<file path="src/rtl/plns_pkg.sv">
// shared types and constants for the priority level nesting stack
`default_nettype none

package plns_pkg;

    localparam int LEVEL_W  = 4;
    localparam int REQ_W    = 8;
    localparam int EXEC_W   = 8;
    localparam int STATUS_W = 3;

    typedef logic [LEVEL_W-1:0]  level_t;
    typedef logic [STATUS_W-1:0] status_t;

    localparam level_t HIGHEST_LEVEL  = 4'd15;
    localparam level_t DISPATCH_LEVEL = 4'd2;

    // result status codes
    localparam status_t ST_OK        = 3'd0;
    localparam status_t ST_NO_EXEC   = 3'd1;
    localparam status_t ST_BAD_RAISE = 3'd2;
    localparam status_t ST_FULL      = 3'd3;
    localparam status_t ST_MISMATCH  = 3'd4;
    localparam status_t ST_CANCEL    = 3'd5;
    localparam status_t ST_SPINLOCK  = 3'd6;
    localparam status_t ST_INTLOCK   = 3'd7;

    // request codes
    localparam logic FN_RAISE = 1'b0;
    localparam logic FN_LOWER = 1'b1;

    // stack update chosen by the check logic
    typedef struct packed {
        logic push;
        logic pop;
    } stack_op_t;

    // what the check logic sees of the stack
    typedef struct packed {
        logic   empty;
        logic   full;
        level_t top_old;
        level_t top_new;
    } stack_view_t;

endpackage

`default_nettype wire

</file>
<file path="src/rtl/plns_ctrl.sv">
// request checks: decides status, new level and stack update for one beat
`default_nettype none

module plns_ctrl #(
    parameter int EID_W = 8
) (
    input  wire logic                 req_valid,
    input  wire logic                 func,
    input  wire logic [7:0]           requested_level,
    input  wire logic [EID_W-1:0]     exec_id,
    input  wire logic                 cancel_lock_held,
    input  wire logic                 exec_spinlock_held,
    input  wire logic                 interrupt_hold_valid,
    input  wire logic [3:0]           interrupt_hold_level,
    input  wire plns_pkg::level_t     cur_level,
    input  wire plns_pkg::stack_view_t view,
    input  wire logic [EID_W-1:0]     top_exec,
    output plns_pkg::status_t         status,
    output plns_pkg::level_t          prev_level,
    output plns_pkg::level_t          next_level,
    output plns_pkg::stack_op_t       op
);
    import plns_pkg::*;

    logic in_range;
    logic below_dispatch;
    logic below_hold;
    logic top_match;

    // level compares on the full request byte
    assign in_range       = requested_level <= {4'b0, HIGHEST_LEVEL};
    assign below_dispatch = requested_level < {4'b0, DISPATCH_LEVEL};
    assign below_hold     = requested_level < {4'b0, interrupt_hold_level};
    assign top_match      = !view.empty && (top_exec == exec_id) &&
                            (view.top_new == cur_level) &&
                            ({4'b0, view.top_old} == requested_level);

    // check chain in priority order
    always_comb
    begin
        status     = ST_OK;
        prev_level = '0;
        next_level = cur_level;
        op         = '0;
        if (exec_id == '0)
        begin
            status = ST_NO_EXEC;
        end
        else if (func == FN_RAISE)
        begin
            if (!in_range || (requested_level[3:0] < cur_level))
                status = ST_BAD_RAISE;
            else if (view.full)
                status = ST_FULL;
            else
            begin
                op.push    = req_valid;
                prev_level = cur_level;
                next_level = requested_level[3:0];
            end
        end
        else
        begin
            if (!top_match)
                status = ST_MISMATCH;
            else if (below_dispatch && cancel_lock_held)
                status = ST_CANCEL;
            else if (below_dispatch && exec_spinlock_held)
                status = ST_SPINLOCK;
            else if (interrupt_hold_valid && below_hold)
                status = ST_INTLOCK;
            else
            begin
                op.pop     = req_valid;
                next_level = requested_level[3:0];
            end
        end
    end

endmodule

`default_nettype wire

</file>
<file path="src/rtl/plns_stack.sv">
// level register, stack count, top entry in flops and the stack memory behind it
`default_nettype none

module plns_stack #(
    parameter int STACK_DEPTH = 64,
    parameter int EID_W       = 8
) (
    input  wire logic                  clk,
    input  wire logic                  rst_n,
    input  wire plns_pkg::stack_op_t   op,
    input  wire plns_pkg::level_t      next_level,
    input  wire logic [EID_W-1:0]      push_exec,
    output plns_pkg::level_t           cur_level,
    output plns_pkg::stack_view_t      view,
    output logic [EID_W-1:0]           top_exec
);
    import plns_pkg::*;

    localparam int CNT_W = $clog2(STACK_DEPTH + 1);
    localparam int IDX_W = (STACK_DEPTH > 1) ? $clog2(STACK_DEPTH) : 1;
    localparam int ENT_W = EID_W + 2 * LEVEL_W;

    // entry layout: exec, old level, new level
    logic [ENT_W-1:0] mem [STACK_DEPTH];

    logic [CNT_W-1:0] count_reg, count_next;
    level_t           level_reg, level_next;
    logic             refill_reg, refill_next;
    logic [ENT_W-1:0] top_reg, top_next;
    logic [ENT_W-1:0] rd_data_reg;
    logic [ENT_W-1:0] eff_top;
    logic [ENT_W-1:0] push_entry;
    logic [CNT_W-1:0] wr_cnt;
    logic [CNT_W-1:0] rd_cnt;

    // top comes from the read port in the cycle after a pop
    assign eff_top    = refill_reg ? rd_data_reg : top_reg;
    assign push_entry = {push_exec, level_reg, next_level};
    assign wr_cnt     = count_reg - CNT_W'(1);
    assign rd_cnt     = count_reg - CNT_W'(2);

    assign cur_level    = level_reg;
    assign top_exec     = eff_top[ENT_W-1 -: EID_W];
    assign view.top_old = eff_top[2*LEVEL_W-1 -: LEVEL_W];
    assign view.top_new = eff_top[LEVEL_W-1:0];
    assign view.empty   = count_reg == '0;
    assign view.full    = count_reg == CNT_W'(STACK_DEPTH);

    // next state
    always_comb
    begin
        count_next  = count_reg;
        level_next  = level_reg;
        top_next    = eff_top;
        refill_next = 1'b0;
        if (op.push)
        begin
            count_next = count_reg + CNT_W'(1);
            level_next = next_level;
            top_next   = push_entry;
        end
        else if (op.pop)
        begin
            count_next  = count_reg - CNT_W'(1);
            level_next  = next_level;
            refill_next = count_reg >= CNT_W'(2);
        end
    end

    // control state
    always_ff @(posedge clk or negedge rst_n)
    begin
        if (!rst_n)
        begin
            count_reg  <= '0;
            level_reg  <= '0;
            refill_reg <= 1'b0;
        end
        else
        begin
            count_reg  <= count_next;
            level_reg  <= level_next;
            refill_reg <= refill_next;
        end
    end

    // top entry payload
    always_ff @(posedge clk)
    begin
        top_reg <= top_next;
    end

    // old top spills on push, entry below top is read on pop
    always_ff @(posedge clk)
    begin
        if (op.push && !view.empty)
            mem[wr_cnt[IDX_W-1:0]] <= eff_top;
        if (refill_next)
            rd_data_reg <= mem[rd_cnt[IDX_W-1:0]];
    end

endmodule

`default_nettype wire

</file>
<file path="src/rtl/priority_level_nesting_stack.sv">
// top level: request register, check logic, stack and result register
//
// Priority level nesting stack. A request is taken on every clock edge where
// start is high; busy is never raised, so one request per cycle is sustained.
// The request register feeds the checks, whose outcome lands in the result
// register at the next edge: the result is shown for exactly one cycle with
// done high, starting one cycle after the accepting edge, and it must be
// captured at the second edge after acceptance. The top stack entry sits in
// flip-flops and the rest in a memory; after a lower the new top arrives
// from the memory's registered read port the next cycle and is forwarded,
// so back-to-back lowers run at full rate. Stack entries are only read after
// being written, so the memory needs no clearing after reset and requests
// are taken right away.
`default_nettype none

module priority_level_nesting_stack #(
    parameter int STACK_DEPTH  = 64,
    parameter int EXEC_ID_BITS = 8
) (
    input  wire logic       clk,
    input  wire logic       rst_n,
    input  wire logic       start,
    output logic            busy,
    input  wire logic       func,
    input  wire logic [7:0] requested_level,
    input  wire logic [7:0] execution_id,
    input  wire logic       cancel_lock_held,
    input  wire logic       exec_spinlock_held,
    input  wire logic       interrupt_hold_valid,
    input  wire logic [3:0] interrupt_hold_level,
    output logic            done,
    output logic [2:0]      status,
    output logic [3:0]      previous_level,
    output logic [3:0]      level_now
);
    import plns_pkg::*;

    localparam int EID_W = (EXEC_ID_BITS < EXEC_W) ? EXEC_ID_BITS : EXEC_W;

    logic             req_valid_reg;
    logic             func_reg;
    logic [7:0]       req_level_reg;
    logic [EID_W-1:0] exec_reg;
    logic             cancel_reg;
    logic             spin_reg;
    logic             hold_valid_reg;
    logic [3:0]       hold_level_reg;

    logic             done_reg;
    status_t          status_reg;
    level_t           prev_reg;
    level_t           level_now_reg;

    status_t          chk_status;
    level_t           chk_prev;
    level_t           chk_next_level;
    stack_op_t        stk_op;
    stack_view_t      stk_view;
    level_t           cur_level;
    logic [EID_W-1:0] top_exec;

    // every cycle can take a beat
    assign busy = 1'b0;

    // request register
    always_ff @(posedge clk or negedge rst_n)
    begin
        if (!rst_n)
            req_valid_reg <= 1'b0;
        else
            req_valid_reg <= start && !busy;
    end

    always_ff @(posedge clk)
    begin
        if (start && !busy)
        begin
            func_reg       <= func;
            req_level_reg  <= requested_level;
            exec_reg       <= execution_id[EID_W-1:0];
            cancel_reg     <= cancel_lock_held;
            spin_reg       <= exec_spinlock_held;
            hold_valid_reg <= interrupt_hold_valid;
            hold_level_reg <= interrupt_hold_level;
        end
    end

    plns_ctrl #(
        .EID_W (EID_W)
    ) u_ctrl (
        .req_valid            (req_valid_reg),
        .func                 (func_reg),
        .requested_level      (req_level_reg),
        .exec_id              (exec_reg),
        .cancel_lock_held     (cancel_reg),
        .exec_spinlock_held   (spin_reg),
        .interrupt_hold_valid (hold_valid_reg),
        .interrupt_hold_level (hold_level_reg),
        .cur_level            (cur_level),
        .view                 (stk_view),
        .top_exec             (top_exec),
        .status               (chk_status),
        .prev_level           (chk_prev),
        .next_level           (chk_next_level),
        .op                   (stk_op)
    );

    plns_stack #(
        .STACK_DEPTH (STACK_DEPTH),
        .EID_W       (EID_W)
    ) u_stack (
        .clk        (clk),
        .rst_n      (rst_n),
        .op         (stk_op),
        .next_level (chk_next_level),
        .push_exec  (exec_reg),
        .cur_level  (cur_level),
        .view       (stk_view),
        .top_exec   (top_exec)
    );

    // result register
    always_ff @(posedge clk or negedge rst_n)
    begin
        if (!rst_n)
            done_reg <= 1'b0;
        else
            done_reg <= req_valid_reg;
    end

    always_ff @(posedge clk)
    begin
        if (req_valid_reg)
        begin
            status_reg    <= chk_status;
            prev_reg      <= chk_prev;
            level_now_reg <= chk_next_level;
        end
    end

    assign done           = done_reg;
    assign status         = status_reg;
    assign previous_level = prev_reg;
    assign level_now      = level_now_reg;

`ifndef SYNTHESIS
    // every accepted beat yields a result through the request and result registers
    a_result_latency: assert property (@(posedge clk) disable iff (!rst_n)
        (start && !busy) |-> ##2 done)
        else $error("result missing after accepted beat");

    // refused requests report no previous level
    a_refused_prev: assert property (@(posedge clk) disable iff (!rst_n)
        (done && (status != ST_OK)) |-> (previous_level == 4'd0))
        else $error("previous level set on refused request");

    // a push never happens on a full stack
    a_no_overflow: assert property (@(posedge clk) disable iff (!rst_n)
        stk_op.push |-> !stk_view.full)
        else $error("push on full stack");

    // a pop never happens on an empty stack
    a_no_underflow: assert property (@(posedge clk) disable iff (!rst_n)
        stk_op.pop |-> !stk_view.empty)
        else $error("pop on empty stack");
`endif

endmodule

`default_nettype wire

</file>
<file path="config.mk">
export PLATFORM = sky130hd
export DESIGN_NAME = priority_level_nesting_stack
export DESIGN_NICKNAME = d
export VERILOG_FILES = /design/src/rtl/plns_pkg.sv /design/src/rtl/plns_ctrl.sv /design/src/rtl/plns_stack.sv /design/src/rtl/priority_level_nesting_stack.sv
export SDC_FILE = /design/constraint.sdc
export NUM_CORES = 1
export LEC_CHECK = 0
export BUFFER_PORTS_ARGS = -buffer_cell sky130_fd_sc_hd__buf_2
export CAP_MARGIN = 10
export CORE_ASPECT_RATIO = 0.9
export CORE_UTILIZATION = 53
export CTS_CLUSTER_SIZE = 8
export DETAILED_ROUTE_END_ITERATION = 7
export GPL_TIMING_DRIVEN = 0
export HOLD_SLACK_MARGIN = 0.05
export PLACE_DENSITY = 0.66
export SKIP_LAST_GASP = 1
export SYNTH_ARGS = -nofsm -noshare
export SYNTH_HDL_FRONTEND = slang
export SYNTH_SLANG_ARGS = --single-unit
</file>
<file path="constraint.sdc">
create_clock -name clk -period 9.4 [get_ports clk]
set_input_delay 0.47 -clock clk [delete_from_list [all_inputs] [get_ports clk]]
set_output_delay 0.47 -clock clk [all_outputs]
set_load 0.005 [all_outputs]
</file>
Yosys cells after proc, flatten, opt, wreduce, memory -nomap -nowiden
Memory sizes are Yosys's and may differ from the RTL's. A register that Yosys moved wholly into a read port is not among the register bits.
Cells that the tools add are included.

storage, ports and cells
  memories = 1
  bits in registers = 65
  input bits = 27
  bits in writable memories = 1,024

cells by class
  reductions and logical operators = 14
  eq/ne operators = 4
  $add $sub $neg = 3
  order comparisons = 5
  mux-type cells = 34

memory list
  memory       words  width  read ports  clocked after memory_dff  write ports  RTL line          source
  u_stack.mem  64     16     1           1                         1            plns_stack.sv:24  logic [ENT_W-1:0] mem [STACK_DEPTH];

operator list
  cell                                                                          count
  4-bit 2-to-1 mux                                                              10
  16-bit 2-to-1 mux                                                             2
  3-bit 2-to-1 mux                                                              6
  7-bit 2-to-1 mux                                                              2
  1-bit 2-to-1 mux                                                              12
  4-bit by 8-bit == test with 1-bit output                                      1
  8-bit == test                                                                 1
  8-bit by 4-bit <= comparator with 1-bit output, second input constant         1
  8-bit zero test                                                               1
  8-bit by 2-bit less-than comparator with 1-bit output, second input constant  1
  8-bit by 4-bit less-than comparator with 1-bit output                         1
  7-bit by 1-bit adder with 7-bit output, second input constant                 1
  7-bit == test, second input constant                                          1
  7-bit by 2-bit >= comparator with 1-bit output, second input constant         1
  1-bit logical AND                                                             7
  7-bit zero test                                                               1
  7-bit by 1-bit subtractor with 7-bit output, second input constant            1
  6-bit by 2-bit subtractor with 6-bit output, second input constant            1
  4-bit == test                                                                 1
  4-bit less-than comparator                                                    1
  2-bit 2-to-1 mux                                                              2
  4-bit OR reduction                                                            1
  1-bit zero test                                                               2
  2-bit nonzero test                                                            1
  1-bit logical OR                                                              1

Logic depth before layout (Yosys ltp)
Gate-level depths: netlist (run 1).

  depth after elaboration = 11
  gate-level depth with buffers = 13

Modules after synthesis
From an unflattened synthesis (run 1), not the netlist that was laid out.

unflattened totals
  cells, all modules = 2,266
  area total of the unflattened synthesis = 43,366.6 sq um

by module, submodules not included
  module                        sequential area each (sq um)  cells each  times used  area an instance (sq um)
  plns_stack                    31,850.5                      2,149       1           41,686.2
  priority_level_nesting_stack  1,101.1                       39          1           1,112.3
  plns_ctrl                     0.0                           78          1           568.0

Worst setup path after synthesis (run 1)
No wires, ideal clock.

  kind = reg-to-reg
  start = register u_stack.count_reg[1]
  end = register u_stack.rd_data_reg[0], read port of u_stack.mem (enable)
  cell stages (with the launch flop) = 12
  data required time = 8,984 ps
  period minus slack after synthesis = 4,008 ps
  slack = 5,392 ps
  arrival time = 3,591 ps
  path buffers = 4
  cell sequence = dfrtp_1 -> buf_2 -> buf_2 -> buf_2 -> buf_1 -> inv_1 -> ha_1 -> nor3b_1 -> nand2_1 -> o2111a_1 -> nand3_2 -> a211oi_1

between the ends
  cells in the longest elaborated chain, start to end = 10

RTL lines
  item                            RTL line          source
  start: declaration              plns_stack.sv:26  logic [CNT_W-1:0] count_reg, count_next;
  start signal: assignment        plns_stack.sv:81  count_reg <= count_next;
  7-bit zero test                 plns_stack.sv:46  assign view.empty = count_reg == '0;
  1-bit zero test                 plns_ctrl.sv:34   assign top_match = !view.empty && (top_exec == exec_id) &&
  1-bit logical AND (2 in a row)  plns_ctrl.sv:34
  1-bit logical AND               plns_ctrl.sv:35   (view.top_new == cur_level) &&
  1-bit 2-to-1 mux                plns_ctrl.sv:64   if (!top_match)
  1-bit 2-to-1 mux                plns_ctrl.sv:49   else if (func == FN_RAISE)
  2-bit 2-to-1 mux                plns_ctrl.sv:45   if (exec_id == '0)
  1-bit 2-to-1 mux                plns_stack.sv:62  else if (op.pop)
  1-bit 2-to-1 mux *              plns_stack.sv:56  if (op.push)
  net u_stack.refill_next         plns_stack.sv:28  logic refill_reg, refill_next;
  end: declaration                plns_stack.sv:30  logic [ENT_W-1:0] rd_data_reg;

The timed path passes the listed nets; every way through them passes the cells marked *.
A chain may end at the register's enable or synchronous reset.

Worst setup path in the final report (run 1)
  start = register u_stack.count_reg[1]
  end = register u_stack.rd_data_reg[12], read port of u_stack.mem, data pin

between the ends
  cells in the longest elaborated chain, start to end = 10

RTL lines
  item                            RTL line
  7-bit zero test                 plns_stack.sv:46
  1-bit zero test                 plns_ctrl.sv:34
  1-bit logical AND (2 in a row)  plns_ctrl.sv:34
  1-bit logical AND               plns_ctrl.sv:35
  1-bit 2-to-1 mux                plns_ctrl.sv:64
  1-bit 2-to-1 mux                plns_ctrl.sv:49
  2-bit 2-to-1 mux                plns_ctrl.sv:45
  1-bit 2-to-1 mux                plns_stack.sv:62
  1-bit 2-to-1 mux                plns_stack.sv:56

Several ways; a longest one is shown, not always the timed one.

==> results.cfg, run 1 <==
[global_routing]
overflow = 0
grt_max_degree = 49
grt_usage_pct = 25.6
antenna_found_initial = 2
grt_first_pass_wirelength_mm = 148
grt_pass1_vias = 21000

[worst_setup_path]
start_kind = register
cp.arrival_ps = 6480
cp_num_buf_inv = 8
cp_num_cells = 12
setup.worst_path.start = u_stack.count_reg[1]
crit_required_ps = 9880
critPathMaxFanout = 10
reg2reg_to = u_stack.rd_data_reg[12]
rr_worst_depth = 12
path_cells = buf_2 -> buf_2 -> buf_2 -> buf_1 -> inv_1 -> ha_1 -> clkbuf_1 -> clkbuf_1 -> clkbuf_1 -> mux4_2 -> mux2i_1 -> a21oi_1
endpoint_kind = register
regToRegSetupSlack_ps = 3390
crit_family = buffers and inverters
crit-reg2reg-launch = u_stack.count_reg[1]
slowest_stage = clkbuf_1
cp-endpoint = u_stack.rd_data_reg[12]
slowest_delay_ps = 740
path_class = reg -> reg

[synthesis]
synth_seq_area_share_pct = 76.4
synth_cell_type_count = 64
yosysTopAreaCellShare_pct = 74.9
syn-num-nets = 1939
avgSynthCellArea_um2 = 22.7
yosys_most_used_dff = edfxtp_1
yosys_register_bits = 1105
async_flop_share_pct = 1.27
synth_top_cell_by_area = edfxtp_1
ys_top_cells_by_area = edfxtp_1 75%, mux4_2 17%, dfrtp_1 0.81%
netlist_instances = 1900
ys_warn_count = 0
syn-cell-area_um2 = 43100
synth_edf_count = 1075

[final_layout]
final_nets = 2215
layout.cells.non_filler = 3268
most-common-layout-cells = 1075 x edfxtp_1, 320 x mux4_2, 156 x clkbuf_16
num-fill-cells = 5348
largest_reg_flops = 1024
drive_gt1_share_pct = 33.2
final_core_util_pct = 62.9
syn2layout_area_growth_pct = 16.6
layout_commonest_cell = edfxtp_1
final_area_um2 = 50300

[sta]
fin_crit_ps = 6010
fin_hold_ws_ps = 161
fmax_mhz = 166
hold_viol = 0
skew_ps = 28.1
finalSetupTns_ps = 0
final-max-slew-violation-count = 0
maxSlewHeadroom_pct = 28.0
setup_viol_count_final = 0
rsz0062_at_grt = false
setup_slack_ps = 3390
tightestPinTransition_ps = 1080
period_share_pct = 63.9

[cts]
clk_latency_ps = 750
cts_tree = built
cts_buffer_depth = 3
cts_root_buf = clkbuf_16
cts-htree-levels = 4
post_cts_resized = 0
cts_inserted_buffers = 156
clock_sinks = 1105
path_clk_slew_ps = 60

[routing]
via_per_inst = 6.39
drc = 0
wl_per_cell_um = 31.3
ant_nets = 0
firstDrtPassIters = 5
dr.first_iter.drc_count = 2639
routed_wl_mm = 102
vias = 20900

[power]
p_leak_nw = 15.8
power.ir.vdd_worst_uv = 177
powerDensity_nw_per_um2 = 282
power_mw = 14.2

[place]
place_area_um2 = 45700
port_buffers = 38
place_hpwl_mm = 66.4
dpl.cell_count = 3043
gp_congestion = 0.935
place_ws_ps = 3560

[floorplanning]
rows = 98
die_height_um = 273
core_area_um2 = 79900
io_pins = 40
die_x_um = 303
initial_core_util_pct = 53.9
die_area_um2 = 82500

[min_path]
hold_class = in -> reg

[job]
maxCapViolations = 0

[run_status]
outcome = finished clean
-- kinds of logic after synthesis --
logic type                 count (synthesis)  share of synthesized area [%]
buffers and inverters                    120                           1.36
muxes                                    356                           17.7
and+or+nand+nor                          194                           2.23
DFF                                     1105                           76.4
AOI/OAI and AO/OA                         84                           1.33
other                                      1                        0.00870
xor gates and xnor gates                  28                          0.586
adders and majority gates                 12                          0.348
-- final cells by class --
class	instances	area, um^2	area share, %
plain buffers	91	479	0.953
diodes	1	2.50	0.00498
flip-flops and latches	1105	33000	65.5
inverters	29	109	0.216
well taps	1050	1310	2.61
multi-input cells	675	9750	19.4
clock inverters	16	295	0.587
clock buffers	183	4010	7.96
repair buffers	118	1390	2.76
-- cell usage after synthesis, types with 4 or more instances --
cell and n:
mux2_4 4, inv_1 29, ha_1 12, o311ai_0 5, dfrtp_1 14, mux4_2 320, mux2i_2 4, nor2_1 92
nand3_1 10, xnor2_1 23, mux2i_1 25, nor2b_1 18, dfxtp_1 16, a211oi_1 18, a21oi_1 34, edfxtp_1 1075
nor3_1 10, nand2_1 25, buf_2 31, buf_6 7, buf_1 4, and3_1 5, nand4_1 6, xor2_1 4
clkbuf_1 40, buf_4 8
-- how the worst min path moves through the flow --
stage               start            end  slack (ps)  cells after the start
finish              start  req_valid_reg         160                      1
global route        start  req_valid_reg         170                      1
CTS                 start  req_valid_reg         110                      1
detailed placement  rst_n           done         440                      1
global placement    rst_n           done         440                      1
floorplan           rst_n           done         170                      0
-- per-layer routing --
metal  vias up  track usage (%)  share of wire [%]
met1     11200             39.1                 43
met2       989             37.9                 47
met3       138             5.15                8.5
li1       8538                -                  -
met5         -                0                  0
met4         0             7.48                2.0
-- where the power goes --
part	internal, mW	switching [mW]
clock network	2.99	2.01
logic	1.27	1.97
registers	5.91	0.0335
total	10.2	4.01
-- what timing repair did --
action	4_1_cts	5_1_grt
hold endpoints to repair	38	0
buffers inserted	0	0
hold buffers	25	0
Note: power is estimated with default switching activity, not from simulation.
==> run 2: changes to the inputs <==
--- a/config.mk
+++ b/config.mk
@@ -13,7 +13,7 @@
 export DETAILED_ROUTE_END_ITERATION = 7
 export GPL_TIMING_DRIVEN = 0
 export HOLD_SLACK_MARGIN = 0.05
-export PLACE_DENSITY = 0.66
+export PLACE_DENSITY = 0.68
 export SKIP_LAST_GASP = 1
 export SYNTH_ARGS = -nofsm -noshare
 export SYNTH_HDL_FRONTEND = slang
==> constraint.sdc (replaced) <==
create_clock -name clk -period 4.8 [get_ports clk]
set_input_delay 0.24 -clock clk [delete_from_list [all_inputs] [get_ports clk]]
set_output_delay 0.24 -clock clk [all_outputs]
set_load 0.005 [all_outputs]
==> results.cfg, run 2 (same netlist as run 1, synthesis figures left out) <==
[run_status]
outcome = finished clean

[worst_setup_path]
path_class = reg -> reg
crit-reg2reg-launch = u_stack.count_reg[1]
cp_num_buf_inv = 6
slowest_delay_ps = 700
setup.worst_path.start = u_stack.count_reg[1]
rr_worst_depth = 11
start_kind = register
regToRegSetupSlack_ps = 180
cp.arrival_ps = 5080
slowest_stage = xor2_2
crit_required_ps = 5250
endpoint_kind = register
reg2reg_to = u_stack.rd_data_reg[3]
path_cells = buf_2 -> buf_2 -> buf_4 -> inv_1 -> ha_1 -> xor2_2 -> buf_6 -> buf_6 -> mux4_2 -> mux2i_1 -> a21oi_1
crit_family = buffers and inverters
critPathMaxFanout = 19

[min_path]
whs_path_depth = 2
hold_start = execution_id[1]
hold_class = in -> reg
hold_end = exec_reg[1]

[power]
power_mw = 27.9
powerDensity_nw_per_um2 = 552
power.ir.vdd_worst_uv = 345
p_leak_nw = 15.9

[cts]
cts_inserted_buffers = 156
cts_root_buf = clkbuf_16
path_clk_slew_ps = 50
cts-htree-levels = 4
clock_sinks = 1105
cts_buffer_depth = 3
cts_tree = built
clk_latency_ps = 750

[place]
port_buffers = 38
place_hpwl_mm = 64.6
gp_congestion = 0.956

[global_routing]
grt_max_degree = 61
grt_usage_pct = 25.3
grt_pass1_vias = 21400
overflow = 0
antenna_found_initial = 5
grt_first_pass_wirelength_mm = 147

[floorplanning]
die_height_um = 273
die_x_um = 303
die_area_um2 = 82500
core_area_um2 = 79900
rows = 98
initial_core_util_pct = 53.9
io_pins = 40

[final_layout]
final_nets = 2220
final_core_util_pct = 63.1
most-common-layout-cells = 1075 x edfxtp_1, 320 x mux4_2, 157 x clkbuf_16
layout_commonest_cell = edfxtp_1
drive_gt1_share_pct = 33.6
largest_reg_flops = 1024
syn2layout_area_growth_pct = 17.1

[job]
maxCapViolations = 0

[routing]
routed_wl_mm = 101
ant_nets = 0
wl_per_cell_um = 30.8
firstDrtPassIters = 7
vias = 21000
dr.first_iter.drc_count = 2554
via_per_inst = 6.41
drc = 0

[sta]
fmax_mhz = 216
tightestPinTransition_ps = 1010
maxSlewHeadroom_pct = 32.2
period_share_pct = 96.3
final-max-slew-violation-count = 0
fin_hold_ws_ps = 229
skew_ps = 35.0
hold_viol = 0
finalSetupTns_ps = 0
fin_crit_ps = 4620
setup_viol_count_final = 0
rsz0062_at_grt = false
run 2: cell types whose count changed in the layout (fill, tap and decap cells not counted), moves of 3 or more:
| cell | before | now |
|---|---|---|
| nor2_4 | 0 | 32 |
| inv_6 | 5 | 2 |
| buf_4 | 8 | 23 |
| clkbuf_2 | 0 | 4 |
| clkinv_8 | 2 | 6 |
| buf_6 | 8 | 12 |
| buf_8 | 35 | 21 |
| nor2_2 | 64 | 32 |
run 2: metal layers:
metal / GRT usage [%] / wire (um)
met2: 37.7 / 46800
met4: 8.17 / 2780
met1: 37.3 / 41700
met3: 5.99 / 9740
met5: 0 / 0
run 2: power by group:
group          total, mW  internal, mW  switching, mW
combinational       6.40          2.49           3.90
clock               9.81          5.89           3.92
sequential          11.6          11.6         0.0672
total               27.9          20.0           7.89
run 2: how the worst max path moves through the flow:
| stage | endpoint | slack [ps] | depth (start not counted) |
|---|---|---|---|
| 2_1_floorplan | u_stack.rd_data_reg[0] | 790 | 11 |
| 3_3_place_gp | u_stack.mem[60][8] | -1030 | 9 |
| 3_5_place_dp | u_stack.rd_data_reg[3] | -780 | 12 |
| 4_1_cts | u_stack.mem[18][12] | -80 | 10 |
| 5_1_grt | u_stack.rd_data_reg[3] | 60 | 11 |
| 6_report | u_stack.rd_data_reg[3] | 180 | 11 |
run 2: final cells by class:
type                    instances  area [um^2]
fillers                      5222        29500
repair buffers                125         1370
diodes                          2         5.00
well taps                    1050         1310
clock inverters                15          284
multi-input cells             675         9920
inverters                      29          109
flip-flops and latches       1105        33000
clock buffers                 190         4050
plain buffers                  89          479
run 2: worst register-to-register path, stage by stage (launching register included):
cell,delay (ps)
dfrtp_1,430
buf_2,250
buf_2,330
buf_4,430
inv_1,180
ha_1,280
xor2_2,700
buf_6,290
buf_6,230
mux4_2,620
mux2i_1,480
a21oi_1,140
run 2: what timing repair did:
action / CTS / global route
hold buffers: 27 / 0
resized for setup: 29 / 13
buffers inserted: 14 / 0
endpoints found under the hold margin: 63 / 0
pin swaps: 5 / 0
endpoints found under the setup margin: 791 / 690
run 2: stage by stage:
step                cell area [um^2]  worst slack [ps]  std cells
floorplan                      43100               792       1900
global placement               44600             -1030       2988
detailed placement             45600              -780       3034
CTS                            50400             -81.4       3279
global route                   50500              61.7       3278
finish                         50500               179       3280
